==> config.mk <==
export PLATFORM = sky130hd
export DESIGN_NAME = mqtt_fixed_header_framer_core_flat
export DESIGN_NICKNAME = d
export VERILOG_FILES = /design/src/sv/mqttfh_pkg.sv /design/src/sv/mqttfh_if.sv /design/src/sv/mqttfh_in_stage.sv /design/src/sv/mqttfh_framer.sv /design/src/sv/mqtt_fixed_header_framer_core.sv /design/src/flat_wrapper.sv
export SDC_FILE = /design/constraint.sdc
export NUM_CORES = 1
export LEC_CHECK = 0
export ABC_AREA = 0
export BUFFER_PORTS_ARGS = -buffer_cell sky130_fd_sc_hd__buf_2
export CORE_ASPECT_RATIO = 0.6
export CORE_MARGIN = 3
export CORE_UTILIZATION = 46
export CTS_CLUSTER_DIAMETER = 50
export DETAILED_ROUTE_END_ITERATION = 6
export PLACE_DENSITY_LB_ADDON = 0.15
export SETUP_SLACK_MARGIN = 0.4
export SKIP_LAST_GASP = 1
export SYNTH_ARGS = -nofsm -noshare
export SYNTH_HDL_FRONTEND = slang
export SYNTH_HIERARCHICAL = 1
export SYNTH_SLANG_ARGS = --single-unit
==> constraint.sdc <==
create_clock -name i_clk -period 5.9 [get_ports i_clk]
set_input_delay 0 -clock i_clk [delete_from_list [all_inputs] [get_ports i_clk]]
set_output_delay 0 -clock i_clk [all_outputs]
set_load 0.005 [all_outputs]
==> src/sv/mqttfh_pkg.sv <==
package mqttfh_pkg;

    localparam int DataW          = 8;
    localparam int NibbleW        = 4;
    localparam int LenW           = 28;
    localparam int GroupW         = 7;
    localparam int LevelW         = 3;
    localparam int MaxLengthBytes = 4;
    localparam int LenIdxW        = 2;

    localparam logic [LevelW-1:0] LevelReset    = 3'd4;
    localparam logic [LevelW-1:0] LevelWithBody = 3'd5;

    typedef enum logic [1:0] {
        RoleType   = 2'd0,
        RoleLength = 2'd1,
        RoleBody   = 2'd2
    } t_role;

    typedef enum logic [2:0] {
        ErrNone       = 3'd0,
        ErrTypeZero   = 3'd1,
        ErrBadFlags   = 3'd2,
        ErrLenOvf     = 3'd3,
        ErrPublish    = 3'd4,
        ErrDisconnect = 3'd5
    } t_err;

    localparam logic [NibbleW-1:0] KindReserved   = 4'd0;
    localparam logic [NibbleW-1:0] KindPublish    = 4'd3;
    localparam logic [NibbleW-1:0] KindPubrel     = 4'd6;
    localparam logic [NibbleW-1:0] KindSubscribe  = 4'd8;
    localparam logic [NibbleW-1:0] KindUnsub      = 4'd10;
    localparam logic [NibbleW-1:0] KindDisconnect = 4'd14;

    localparam logic [NibbleW-1:0] FlagsZero = 4'd0;
    localparam logic [NibbleW-1:0] FlagsTwo  = 4'd2;
    localparam logic [1:0]         QosZero   = 2'd0;
    localparam logic [1:0]         QosBad    = 2'd3;

endpackage

==> src/sv/mqttfh_if.sv <==
interface mqttfh_in_if import mqttfh_pkg::*; ();
    logic             valid;
    logic             ready;
    logic [DataW-1:0] data_byte;

    modport source (output valid, output data_byte, input ready);
    modport sink (input valid, input data_byte, output ready);
endinterface

interface mqttfh_out_if import mqttfh_pkg::*; ();
    logic               valid;
    logic               ready;
    logic [DataW-1:0]   byte_out;
    logic [1:0]         byte_role;
    logic [NibbleW-1:0] packet_kind;
    logic [NibbleW-1:0] packet_flags;
    logic [LenW-1:0]    body_length;
    logic               length_done;
    logic               packet_end;
    logic [2:0]         error_code;

    modport source (
        output valid, output byte_out, output byte_role, output packet_kind,
        output packet_flags, output body_length, output length_done,
        output packet_end, output error_code, input ready
    );
    modport sink (
        input valid, input byte_out, input byte_role, input packet_kind,
        input packet_flags, input body_length, input length_done,
        input packet_end, input error_code, output ready
    );
endinterface

==> src/sv/mqttfh_in_stage.sv <==
module mqttfh_in_stage import mqttfh_pkg::*; (
    input  logic        i_clk,
    input  logic        i_rst_n,
    mqttfh_in_if.sink   i_in,
    mqttfh_in_if.source o_in
);

    logic             r_valid;
    logic [DataW-1:0] r_byte;

    assign i_in.ready     = !r_valid || o_in.ready;
    assign o_in.valid     = r_valid;
    assign o_in.data_byte = r_byte;

    always_ff @(posedge i_clk) begin
        if (!i_rst_n) begin
            r_valid <= 1'b0;
        end else if (i_in.ready) begin
            r_valid <= i_in.valid;
        end
        if (i_in.valid && i_in.ready) begin
            r_byte <= i_in.data_byte;
        end
    end

endmodule

==> src/sv/mqttfh_framer.sv <==
module mqttfh_framer import mqttfh_pkg::*; (
    input  logic              i_clk,
    input  logic              i_rst_n,
    input  logic [LevelW-1:0] i_level,
    mqttfh_in_if.sink         i_in,
    mqttfh_out_if.source      o_out
);

    typedef enum logic [1:0] {
        PhType = 2'd0,
        PhLen  = 2'd1,
        PhBody = 2'd2
    } t_phase;

    t_phase             r_phase, n_phase;
    logic [NibbleW-1:0] r_kind, n_kind;
    logic [NibbleW-1:0] r_flags, n_flags;
    logic [LenW-1:0]    r_accum, n_accum;
    logic [LenIdxW-1:0] r_idx, n_idx;
    logic [LenW-1:0]    r_left, n_left;
    t_err               r_err, n_err;

    logic               r_out_valid;
    logic [DataW-1:0]   r_byte_out;
    t_role              r_role, n_role;
    logic [LenW-1:0]    r_blen, n_blen;
    logic               r_done, n_done;
    logic               r_pend, n_pend;

    logic               accept;
    logic [DataW-1:0]   b;
    logic [LenW-1:0]    group;
    logic [LenW-1:0]    sum;
    logic [LenW-1:0]    left_dec;
    logic [LenIdxW:0]   idx_inc;

    function automatic t_err check_type(logic [NibbleW-1:0] kind,
                                        logic [NibbleW-1:0] flags);
        logic [NibbleW-1:0] need;
        logic [1:0]         qos;
        need = FlagsZero;
        qos  = flags[2:1];
        case (kind)
            KindPubrel, KindSubscribe, KindUnsub: need = FlagsTwo;
            default:                              need = FlagsZero;
        endcase
        if (kind == KindReserved) begin
            return ErrTypeZero;
        end else if (kind == KindPublish) begin
            if (qos == QosBad || (qos == QosZero && flags[3])) begin
                return ErrPublish;
            end
            return ErrNone;
        end else if (flags != need) begin
            return ErrBadFlags;
        end
        return ErrNone;
    endfunction

    assign i_in.ready = !r_out_valid || o_out.ready;
    assign accept     = i_in.valid && i_in.ready;
    assign b          = i_in.data_byte;

    assign group    = LenW'(b[GroupW-1:0]) << (5'(r_idx) * 5'(GroupW));
    assign sum      = r_accum + group;
    assign left_dec = r_left - LenW'(1);
    assign idx_inc  = {1'b0, r_idx} + (LenIdxW+1)'(1);

    always_comb begin
        n_phase = r_phase;
        n_kind  = r_kind;
        n_flags = r_flags;
        n_accum = r_accum;
        n_idx   = r_idx;
        n_left  = r_left;
        n_err   = r_err;
        n_role  = RoleBody;
        n_blen  = '0;
        n_done  = 1'b0;
        n_pend  = 1'b0;
        if (r_err != ErrNone) begin
            n_blen = r_accum;
        end else begin
            unique case (r_phase)
                PhLen: begin
                    n_role  = RoleLength;
                    n_accum = sum;
                    n_blen  = sum;
                    if (b[DataW-1]) begin
                        if (32'(idx_inc) >= MaxLengthBytes) begin
                            n_err = ErrLenOvf;
                        end else begin
                            n_idx = idx_inc[LenIdxW-1:0];
                        end
                    end else begin
                        n_done = 1'b1;
                        if (r_kind == KindDisconnect && sum != '0 &&
                            i_level < LevelWithBody) begin
                            n_err = ErrDisconnect;
                        end else if (sum == '0) begin
                            n_pend  = 1'b1;
                            n_phase = PhType;
                        end else begin
                            n_left  = sum;
                            n_phase = PhBody;
                        end
                    end
                end
                PhBody: begin
                    n_blen = r_accum;
                    n_done = 1'b1;
                    n_left = left_dec;
                    if (left_dec == '0) begin
                        n_pend  = 1'b1;
                        n_phase = PhType;
                    end
                end
                default: begin
                    n_role  = RoleType;
                    n_kind  = b[DataW-1:NibbleW];
                    n_flags = b[NibbleW-1:0];
                    n_accum = '0;
                    n_idx   = '0;
                    n_left  = '0;
                    n_phase = PhLen;
                    n_err   = check_type(b[DataW-1:NibbleW], b[NibbleW-1:0]);
                end
            endcase
        end
    end

    always_ff @(posedge i_clk) begin
        if (!i_rst_n) begin
            r_phase     <= PhType;
            r_kind      <= '0;
            r_flags     <= '0;
            r_accum     <= '0;
            r_idx       <= '0;
            r_left      <= '0;
            r_err       <= ErrNone;
            r_out_valid <= 1'b0;
        end else begin
            if (i_in.ready) begin
                r_out_valid <= i_in.valid;
            end
            if (accept) begin
                r_phase <= n_phase;
                r_kind  <= n_kind;
                r_flags <= n_flags;
                r_accum <= n_accum;
                r_idx   <= n_idx;
                r_left  <= n_left;
                r_err   <= n_err;
            end
        end
        if (accept) begin
            r_byte_out <= b;
            r_role     <= n_role;
            r_blen     <= n_blen;
            r_done     <= n_done;
            r_pend     <= n_pend;
        end
    end

    // Kind, flags and error always reflect the state left by the last item.
    assign o_out.valid        = r_out_valid;
    assign o_out.byte_out     = r_byte_out;
    assign o_out.byte_role    = r_role;
    assign o_out.packet_kind  = r_kind;
    assign o_out.packet_flags = r_flags;
    assign o_out.body_length  = r_blen;
    assign o_out.length_done  = r_done;
    assign o_out.packet_end   = r_pend;
    assign o_out.error_code   = r_err;

    a_err_sticky: assert property (@(posedge i_clk) disable iff (!i_rst_n)
        r_err != ErrNone |=> r_err == $past(r_err))
        else $error("sticky error changed");

    a_body_left: assert property (@(posedge i_clk) disable iff (!i_rst_n)
        r_phase == PhBody |-> r_left != '0)
        else $error("body phase with no bytes left");

    a_end_done: assert property (@(posedge i_clk) disable iff (!i_rst_n)
        r_out_valid && r_pend |-> r_done && r_err == ErrNone)
        else $error("packet end without complete length");

    a_halt_frozen: assert property (@(posedge i_clk) disable iff (!i_rst_n)
        r_err != ErrNone |=> r_phase == $past(r_phase) && r_accum == $past(r_accum))
        else $error("framing state moved after error");

endmodule

==> src/sv/mqtt_fixed_header_framer_core.sv <==
// Channel  Direction  Handshake              Payload
// i_in     in         valid / ready          data_byte
// o_out    out        valid / ready          byte_out .. error_code
// cfg      in         i_cfg_we               i_cfg_wdata (protocol level)
//
// One byte is accepted every cycle while o_out does not stall; each result passes through
// the input register and the result register. Each of these registers takes a new item while
// the next stage drains, so throughput is set by the combinational framing step.
// A stall on o_out backs up through both registers to i_in.ready.
// Reset is synchronous on i_rst_n and sets protocol level 4 with no error.
module mqtt_fixed_header_framer_core import mqttfh_pkg::*; (
    input  logic              i_clk,
    input  logic              i_rst_n,
    mqttfh_in_if.sink         i_in,
    mqttfh_out_if.source      o_out,
    input  logic              i_cfg_we,
    input  logic [LevelW-1:0] i_cfg_wdata
);

    logic [LevelW-1:0] r_level;

    mqttfh_in_if u_stage_if ();

    always_ff @(posedge i_clk) begin
        if (!i_rst_n) begin
            r_level <= LevelReset;
        end else if (i_cfg_we) begin
            r_level <= i_cfg_wdata;
        end
    end

    mqttfh_in_stage u_in_stage (
        .i_clk   (i_clk),
        .i_rst_n (i_rst_n),
        .i_in    (i_in),
        .o_in    (u_stage_if.source)
    );

    mqttfh_framer u_framer (
        .i_clk   (i_clk),
        .i_rst_n (i_rst_n),
        .i_level (r_level),
        .i_in    (u_stage_if.sink),
        .o_out   (o_out)
    );

endmodule

==> src/flat_wrapper.sv <==
// flat-port wrapper written by rule: the top's interface ports become plain ports
module mqtt_fixed_header_framer_core_flat import mqttfh_pkg::*;
  (i_clk, i_rst_n, i_cfg_we, i_cfg_wdata, i_in_valid, i_in_data_byte, i_in_ready, o_out_valid, o_out_byte_out, o_out_byte_role, o_out_packet_kind, o_out_packet_flags, o_out_body_length, o_out_length_done, o_out_packet_end, o_out_error_code, o_out_ready);
  mqttfh_in_if i_in_i ();
  mqttfh_out_if o_out_i ();
  input  logic i_clk;
  input  logic i_rst_n;
  input  logic i_cfg_we;
  input  logic [LevelW-1:0] i_cfg_wdata;
  input wire logic [$bits(i_in_i.valid)-1:0] i_in_valid;
  input wire logic [$bits(i_in_i.data_byte)-1:0] i_in_data_byte;
  output wire logic [$bits(i_in_i.ready)-1:0] i_in_ready;
  output wire logic [$bits(o_out_i.valid)-1:0] o_out_valid;
  output wire logic [$bits(o_out_i.byte_out)-1:0] o_out_byte_out;
  output wire logic [$bits(o_out_i.byte_role)-1:0] o_out_byte_role;
  output wire logic [$bits(o_out_i.packet_kind)-1:0] o_out_packet_kind;
  output wire logic [$bits(o_out_i.packet_flags)-1:0] o_out_packet_flags;
  output wire logic [$bits(o_out_i.body_length)-1:0] o_out_body_length;
  output wire logic [$bits(o_out_i.length_done)-1:0] o_out_length_done;
  output wire logic [$bits(o_out_i.packet_end)-1:0] o_out_packet_end;
  output wire logic [$bits(o_out_i.error_code)-1:0] o_out_error_code;
  input wire logic [$bits(o_out_i.ready)-1:0] o_out_ready;
  assign i_in_i.valid = i_in_valid;
  assign i_in_i.data_byte = i_in_data_byte;
  assign i_in_ready = i_in_i.ready;
  assign o_out_valid = o_out_i.valid;
  assign o_out_byte_out = o_out_i.byte_out;
  assign o_out_byte_role = o_out_i.byte_role;
  assign o_out_packet_kind = o_out_i.packet_kind;
  assign o_out_packet_flags = o_out_i.packet_flags;
  assign o_out_body_length = o_out_i.body_length;
  assign o_out_length_done = o_out_i.length_done;
  assign o_out_packet_end = o_out_i.packet_end;
  assign o_out_error_code = o_out_i.error_code;
  assign o_out_i.ready = o_out_ready;
  mqtt_fixed_header_framer_core u_core (.i_clk(i_clk), .i_rst_n(i_rst_n), .i_in(i_in_i), .o_out(o_out_i), .i_cfg_we(i_cfg_we), .i_cfg_wdata(i_cfg_wdata));
endmodule
==> impl_results.md, run 1 <==
* Final wirelength at between 20000 and 30000 um
* Initial Util at 48.1%
* WHS Path Cells at 2
* Cell Pwr Density at between 200 and 250 nW/um^2
* All-layer global routing usage at between 20% and 30%
* Layout area overhead at 15.5%
* Placed cell count at between 1k and 1.5k
* Inserted Diodes at 0
* Most frequent cells in the layout: 191 x nand2_1, 88 x o21ai_0, 84 x nor2_1
* Synthesized Nets at roughly 1.0k
* First-pass GRT wire length at 39400 um
* Max Fclk at just under 200 MHz
* Status: complete, no violations
* Sequential area share after synthesis at between 30% and 40%
* Vias at 7640
* Startpoint Class: flop
* Worst Hold Path EP: u_core/r_level[2]$_SDFFE_PN1P_
* Synth area leaders: dfxtp_1 19%, edfxtp_1 18%, nand2_1 8.9%
* Total Die Area at ~19000 sq um
* R2R Path Start: u_core/u_framer/r_idx[0]$_SDFFE_PN0P_
* Detailed placer's ending HPWL at ~18000 um
* Commonest non-fill, non-tap cell in the layout: nand2_1
* Final instance area at 9260 sq um
* Final Max Tran Viols at 0
* Rows at 36
* Routed Antenna Nets at 0
* Crit-path max FO at 28
* Worst-path cell chain: nor2_1, and2_1, ha_1, fa_1, a21o_1, a221oi_2, xnor2_1, or4_1, nor3_1, nor4bb_1, nand4b_1, nor4_4, o22ai_4, buf_4, mux2i_1
* Fin nets at between 1k and 1.5k
* Largest net degree at the start of global routing at 47
* Worst reg2reg endpoint: u_core/u_framer/r_left[6]$_SDFFE_PN0P_
* Worst Hold Class: primary input to flop
* Maximum root-to-sink buffer count at 2
* Max_cap viols at 0
* 1st-iter DRT viols at between 900 and 1k
* H-tree depth at 4
* TritonCTS Buffers at 17
* Leak at approximately 3.6 nW
* Setup violators final at 0
* EDFF count, synth at 48
* Final std cells w/o fill at about 1.3k
* Hold slack at between 0.1 and 0.15 ns
* YS warnings at 6
* CTS sink count at 124
* Final hold viol count at 0
* Top-area cell type share of the netlist area at 19.0%
* Setup TNS after final layout at 0 ns
* CP max-delay cell: a221oi_2
* Reg clk slew, reported paths at roughly 0.07 ns
* Initial antenna violation count at 0
* Worst Tran Pin Value at ~0.92 ns
* Number of global-route vias before repair at roughly 6.8k
* Routed len/inst at around 20 um
* CP Data Required Time at approximately 6.2 ns
* CP Capture Type: flop
* Reg2Reg Setup Slack at approximately 0.74 ns
* DR pass1 iterations at 5
* Hold path startpoint: i_rst_n
* Synth Cell Area at around 8000 sq um
* Worst-Skew Late Latency at around 0.42 ns
* Cell count after synthesis at slightly below 1k
* Largest delay share family, worst path: simple AND/OR/NAND/NOR gates
* # resized after CTS at 0
* Setup CP Type: flop to flop
* Main synth FF type: dfxtp_1
* Worst Path Arrival at 5.44 ns
* Die Wd at between 150 and 200 um
* Worst reg-to-reg path cell count at 15
* GRT overflow at 0
* Buf/Inv on CP at 1
* Placed instance area at 8510 sq um
* Slew margin rel. at 38.7%
* Die Y at ~110 um
* Yosys cell types at between 70 and 80
* Layout cells sized above 1 at between 10% and 20%
* Unrepaired setup endpoints after global routing: false
* Clk Tree Root Cell: clkbuf_16
* Slowest stage delay, CP at ~0.56 ns
* Port Buf Inserts at 68
* Syn avg cell area at between 8 and 9 sq um
* Number of synthesized register bits at ~120
* Post-CTS setup buffer count at 0
* Num ports at 69
* Period minus WS final at a little over 5 ns
* Tcrit/Tclk final at between 80% and 90%
* Vias per inst at about 6
* Placer congestion estimate at 1.02
* Largest area contributor in the netlist: dfxtp_1
* Core Area at 16700 sq um
* Peak VDD IR at 0.225 mV
* Skew final at about 0.010 ns
* CTS tree: built
* DR DRC count at 0
* Async S/R FF share, synth at 0%
==> worst max path at each step <==
| stage | startpoint | to | depth (start not counted) |
|---|---|---|---|
| after floorplan | u_core/u_framer/r_idx[0]$_SDFFE_PN0P_ | u_core/u_framer/r_left[24]$_SDFFE_PN0P_ | 17 |
| after global placement | u_core/u_framer/r_idx[0]$_SDFFE_PN0P_ | u_core/u_framer/r_left[11]$_SDFFE_PN0P_ | 15 |
| after detailed placement | u_core/u_framer/r_idx[0]$_SDFFE_PN0P_ | u_core/u_framer/r_left[16]$_SDFFE_PN0P_ | 15 |
| after CTS | u_core/u_framer/r_idx[0]$_SDFFE_PN0P_ | u_core/u_framer/r_left[6]$_SDFFE_PN0P_ | 15 |
| after global routing | u_core/u_framer/r_idx[0]$_SDFFE_PN0P_ | u_core/u_framer/r_left[9]$_SDFFE_PN0P_ | 15 |
| final | u_core/u_framer/r_idx[0]$_SDFFE_PN0P_ | u_core/u_framer/r_left[6]$_SDFFE_PN0P_ | 15 |
==> synth_stat cells (all sizes together) (3+ instances only) <==
master	count
a22o	3
nor2	84
buf	8
ha	32
a221o	3
o21ai	91
nor4	13
nand4b	3
edfxtp	48
o21a	3
nand4	6
and2	34
a211oi	9
a31oi	7
o31ai	7
mux2i	33
nor3	13
a221oi	3
inv	15
clkbuf	53
or3	5
nand3b	3
xor2	19
nand2	191
o211ai	7
o21bai	6
a32oi	4
a21oi	57
a22oi	22
nand2b	4
or4	9
nor4b	3
a21o	10
and3	12
nand3	16
dfxtp	76
nor3b	6
xnor2	34
nor2b	7
==> logic make-up (layout without fill, tap and decap cells) <==
logic type               Yosys count  after routing  share of synthesized area, %
AND/OR/NAND/NOR                  414            414                          24.4
AO/OA/AOI/OAI                    250            250                          19.3
flip-flops                       124            124                          36.9
buffers and inverters             78            147                          4.01
XOR/XNOR                          53             53                          5.79
multiplexers                      34             34                          4.26
adder cells (fa/ha/maj)           33             33                          5.24
==> what timing repair did <==
item / CTS / global route
hold buffers: 16 / 0
endpoints found under the setup margin: 0 / 0
endpoints found under the hold margin: 21 / 0
==> per-layer routing <==
layer	vias up	part of all wire, %	track usage (%)	wire [um]
met5	-	0	0	0
li1	3638	-	-	-
met2	345	40	37.1	10200
met3	14	9.4	7.12	2380
met4	0	0.58	4.31	146
met1	3643	50	41.1	12600
==> flip-flops by register name, indices dropped and copies added (netlist names), 3 cells and up <==
name / count
u_core/u_framer/o_out.body_length: 28
u_core/u_framer/r_accum: 28
u_core/u_framer/r_left: 28
u_core/u_framer/o_out.byte_out: 8
u_core/u_in_stage/o_in.data_byte: 8
u_core/u_framer/o_out.packet_flags: 4
u_core/u_framer/o_out.packet_kind: 4
u_core/r_level: 3
u_core/u_framer/o_out.error_code: 3
==> report_power, final <==
part,total (mW),leakage [nW],internal [mW],switching (mW)
logic,0.218,2.24,0.0739,0.144
clock network,1.04,0.285,0.586,0.457
registers,0.933,1.07,0.913,0.0202
total,2.19,3.59,1.57,0.621
==> final cells by class <==
type | count | area, sq um
fill | 1595 | 7410
multi-input combinational | 784 | 4750
sequential | 124 | 2960
timing repair buffer | 98 | 606
clock buffer | 18 | 450
tap | 228 | 285
clock inverter | 14 | 143
inverter | 17 | 63.8
==> stage by stage <==
stage          util, %  total power [mW]  setup WS, ns
2_1_floorplan        -              1.08          1.60
3_3_place_gp      51.0              1.15         0.951
3_5_place_dp      51.0              1.15         0.869
4_1_cts           55.6              2.20         0.843
5_1_grt           55.6              2.27         0.504
6_report          55.6              2.19         0.741
No activity file was read; power rests on OpenSTA's default activity.
==> inputs of run 2 (changes only) <==
--- a/config.mk
+++ b/config.mk
@@ -7,7 +7,6 @@
 export LEC_CHECK = 0
 export ABC_AREA = 0
 export BUFFER_PORTS_ARGS = -buffer_cell sky130_fd_sc_hd__buf_2
-export CORE_ASPECT_RATIO = 0.6
 export CORE_MARGIN = 3
 export CORE_UTILIZATION = 46
 export CTS_CLUSTER_DIAMETER = 50
==> run 2 against run 1 <==
  * First-iteration DRC count decreased by 37%
  * Final cell count decreased by 0.94%
  * Routed wire length decreased by 7.7%
  * Largest cell class unchanged
  * Cell area decreased by 0.22%
  * Via count decreased by 1.6%
  * Non-clock buffer count decreased by 4
==> impl_results.md, run 2 (synthesized netlist as in run 1, its figures left out) <==
* Status: complete, no violations
* Initial antenna violation count at 0
* Die Wd at around 140 um
* Worst Hold Class: primary input to flop
* Total Die Area at 19100 sq um
* Startpoint Class: flop
* All-layer global routing usage at between 20% and 30%
* Worst Tran Pin Value at about 0.96 ns
* Initial Util at 47.7%
* Unrepaired setup endpoints after global routing: false
* Inserted Diodes at 0
* Vias at about 7.5k
* Num ports at around 70
* DR DRC count at 0
* Period minus WS final at 5.04 ns
* Commonest non-fill, non-tap cell in the layout: nand2_1
* Cell Pwr Density at 242 nW/um^2
* Buf/Inv on CP at 1
* Final wirelength at 23400 um
* # resized after CTS at 0
* Largest net degree at the start of global routing at between 40 and 50
* Skew final at between 0.008 and 0.009 ns
* Routed Antenna Nets at 0
* Setup CP Type: flop to flop
* CTS sink count at around 120
* CP Capture Type: flop
* Worst-Skew Late Latency at about 0.42 ns
* Layout area overhead at 15.2%
* Maximum root-to-sink buffer count at 2
* Slew margin rel. at between 30% and 40%
* 1st-iter DRT viols at approximately 610
* Final hold viol count at 0
* Reg clk slew, reported paths at around 0.060 ns
* TritonCTS Buffers at 17
* PnR Total Power at 2.24 mW
* Die Y at ~140 um
* Max Fclk at around 200 MHz
* Detailed placer's ending HPWL at 16600 um
* H-tree depth at 4
* First-pass GRT wire length at around 37000 um
* Worst-path cell chain: nor2_1, and2_1, ha_1, fa_1, a21o_1, a221oi_2, xnor2_1, or4_1, nor3_1, nor4bb_1, nand4b_1, nor4_4, o22ai_4, buf_4, mux2i_1
* Max_cap viols at 0
* CP max-delay cell: nor4_4
* Crit-path max FO at 17
* Setup TNS after final layout at 0 ns
* CTS tree: built
* GRT overflow at 0
* Number of global-route vias before repair at roughly 6.8k
* Rows at 47
* Slowest stage delay, CP at ~0.56 ns
* Peak VDD IR at between 0.2 and 0.25 mV
* Leak at 3.58 nW
* Clk Tree Root Cell: clkbuf_16
* Worst Path Arrival at roughly 5.3 ns
* Largest delay share family, worst path: simple AND/OR/NAND/NOR gates
* Setup violators final at 0
* Routed len/inst at around 18 um
* CP Data Required Time at between 6 and 7 ns
* Layout cells sized above 1 at a little under an eighth
* Tcrit/Tclk final at 85.4%
* Vias per inst at 5.92
* Placer congestion estimate at a little over 0.9
* Most frequent cells in the layout: 191 x nand2_1, 88 x o21ai_0, 84 x nor2_1
* DR pass1 iterations at 5
* Core Area at between 15000 and 20000 sq um
* Fillers at approximately 1.6k
* Final Max Tran Viols at 0
* Port Buf Inserts at between 60 and 70
* Fin nets at 1087
[run 2: cell count changes in the layout (fill, tap and decap cells not counted)]
cell	change
clkinv_1	+1
bufinv_16	+3
buf_4	-4
clkbuf_16	-1
clkinv_8	-2
inv_6	-1
inv_8	-3
clkinv_4	+3
[run 2: path summary, 6_finish.rpt]
kind	start	to	slack (ns)	cells past startpoint
max	u_core/u_framer/r_idx[0]$_SDFFE_PN0P_	u_core/u_framer/r_left[24]$_SDFFE_PN0P_	0.86	15
min	i_rst_n	u_core/r_level[2]$_SDFFE_PN1P_	0.1	2
max reg2reg	u_core/u_framer/r_idx[0]$_SDFFE_PN0P_	u_core/u_framer/r_left[24]$_SDFFE_PN0P_	0.86	15
min reg2reg	u_core/u_framer/o_out.packet_flags[1]$_SDFFE_PN0P_	u_core/u_framer/o_out.packet_flags[1]$_SDFFE_PN0P_	0.46	2
[run 2: final cells by class]
type | count | area, sq um | share of cell area, %
clock buffer | 17 | 425 | 4.60
clock inverter | 15 | 188 | 2.03
inverter | 17 | 63.8 | 0.691
multi-input combinational | 784 | 4750 | 51.4
sequential | 124 | 2960 | 32.1
tap | 220 | 275 | 2.98
timing repair buffer | 94 | 576 | 6.23
[run 2: layer usage]
metal | wire length (um) | share of wire (%) | track usage, % | up-vias
met3 | 1350 | 5.8 | 4.14 | 38
met2 | 11000 | 47 | 38.6 | 267
met5 | 0 | 0 | 0 | -
met4 | 559 | 2.4 | 7.85 | 0
met1 | 10500 | 45 | 32.0 | 3584
li1 | - | - | - | 3631
[run 2: timing repair]
action                    4_1_cts  5_1_grt
setup buffers                   0        0
hold buffers                   16        0
hold endpoints to repair       13        0
[run 2: power by group]
group          switching [mW]  total, mW  internal, mW
clock                   0.421       1.09         0.671
combinational           0.141      0.214        0.0728
sequential             0.0176      0.930         0.913
[run 2: stage by stage]
| stage | hold slack, ns | cells | setup WS [ns] | instance area [sq um] | util, % |
|---|---|---|---|---|---|
| 3_5_place_dp | 0.178 | 1223 | 0.916 | 8470 | 50.3 |
| 4_1_cts | 0.0853 | 1271 | 0.900 | 9240 | 54.9 |
| 3_3_place_gp | 0.178 | 1223 | 0.997 | 8470 | 50.3 |
| 5_1_grt | 0.126 | 1271 | 0.528 | 9240 | 54.9 |
| 2_1_floorplan | 0.0619 | 986 | 1.60 | 8020 | - |
| 6_report | 0.0972 | 1271 | 0.860 | 9240 | 54.9 |
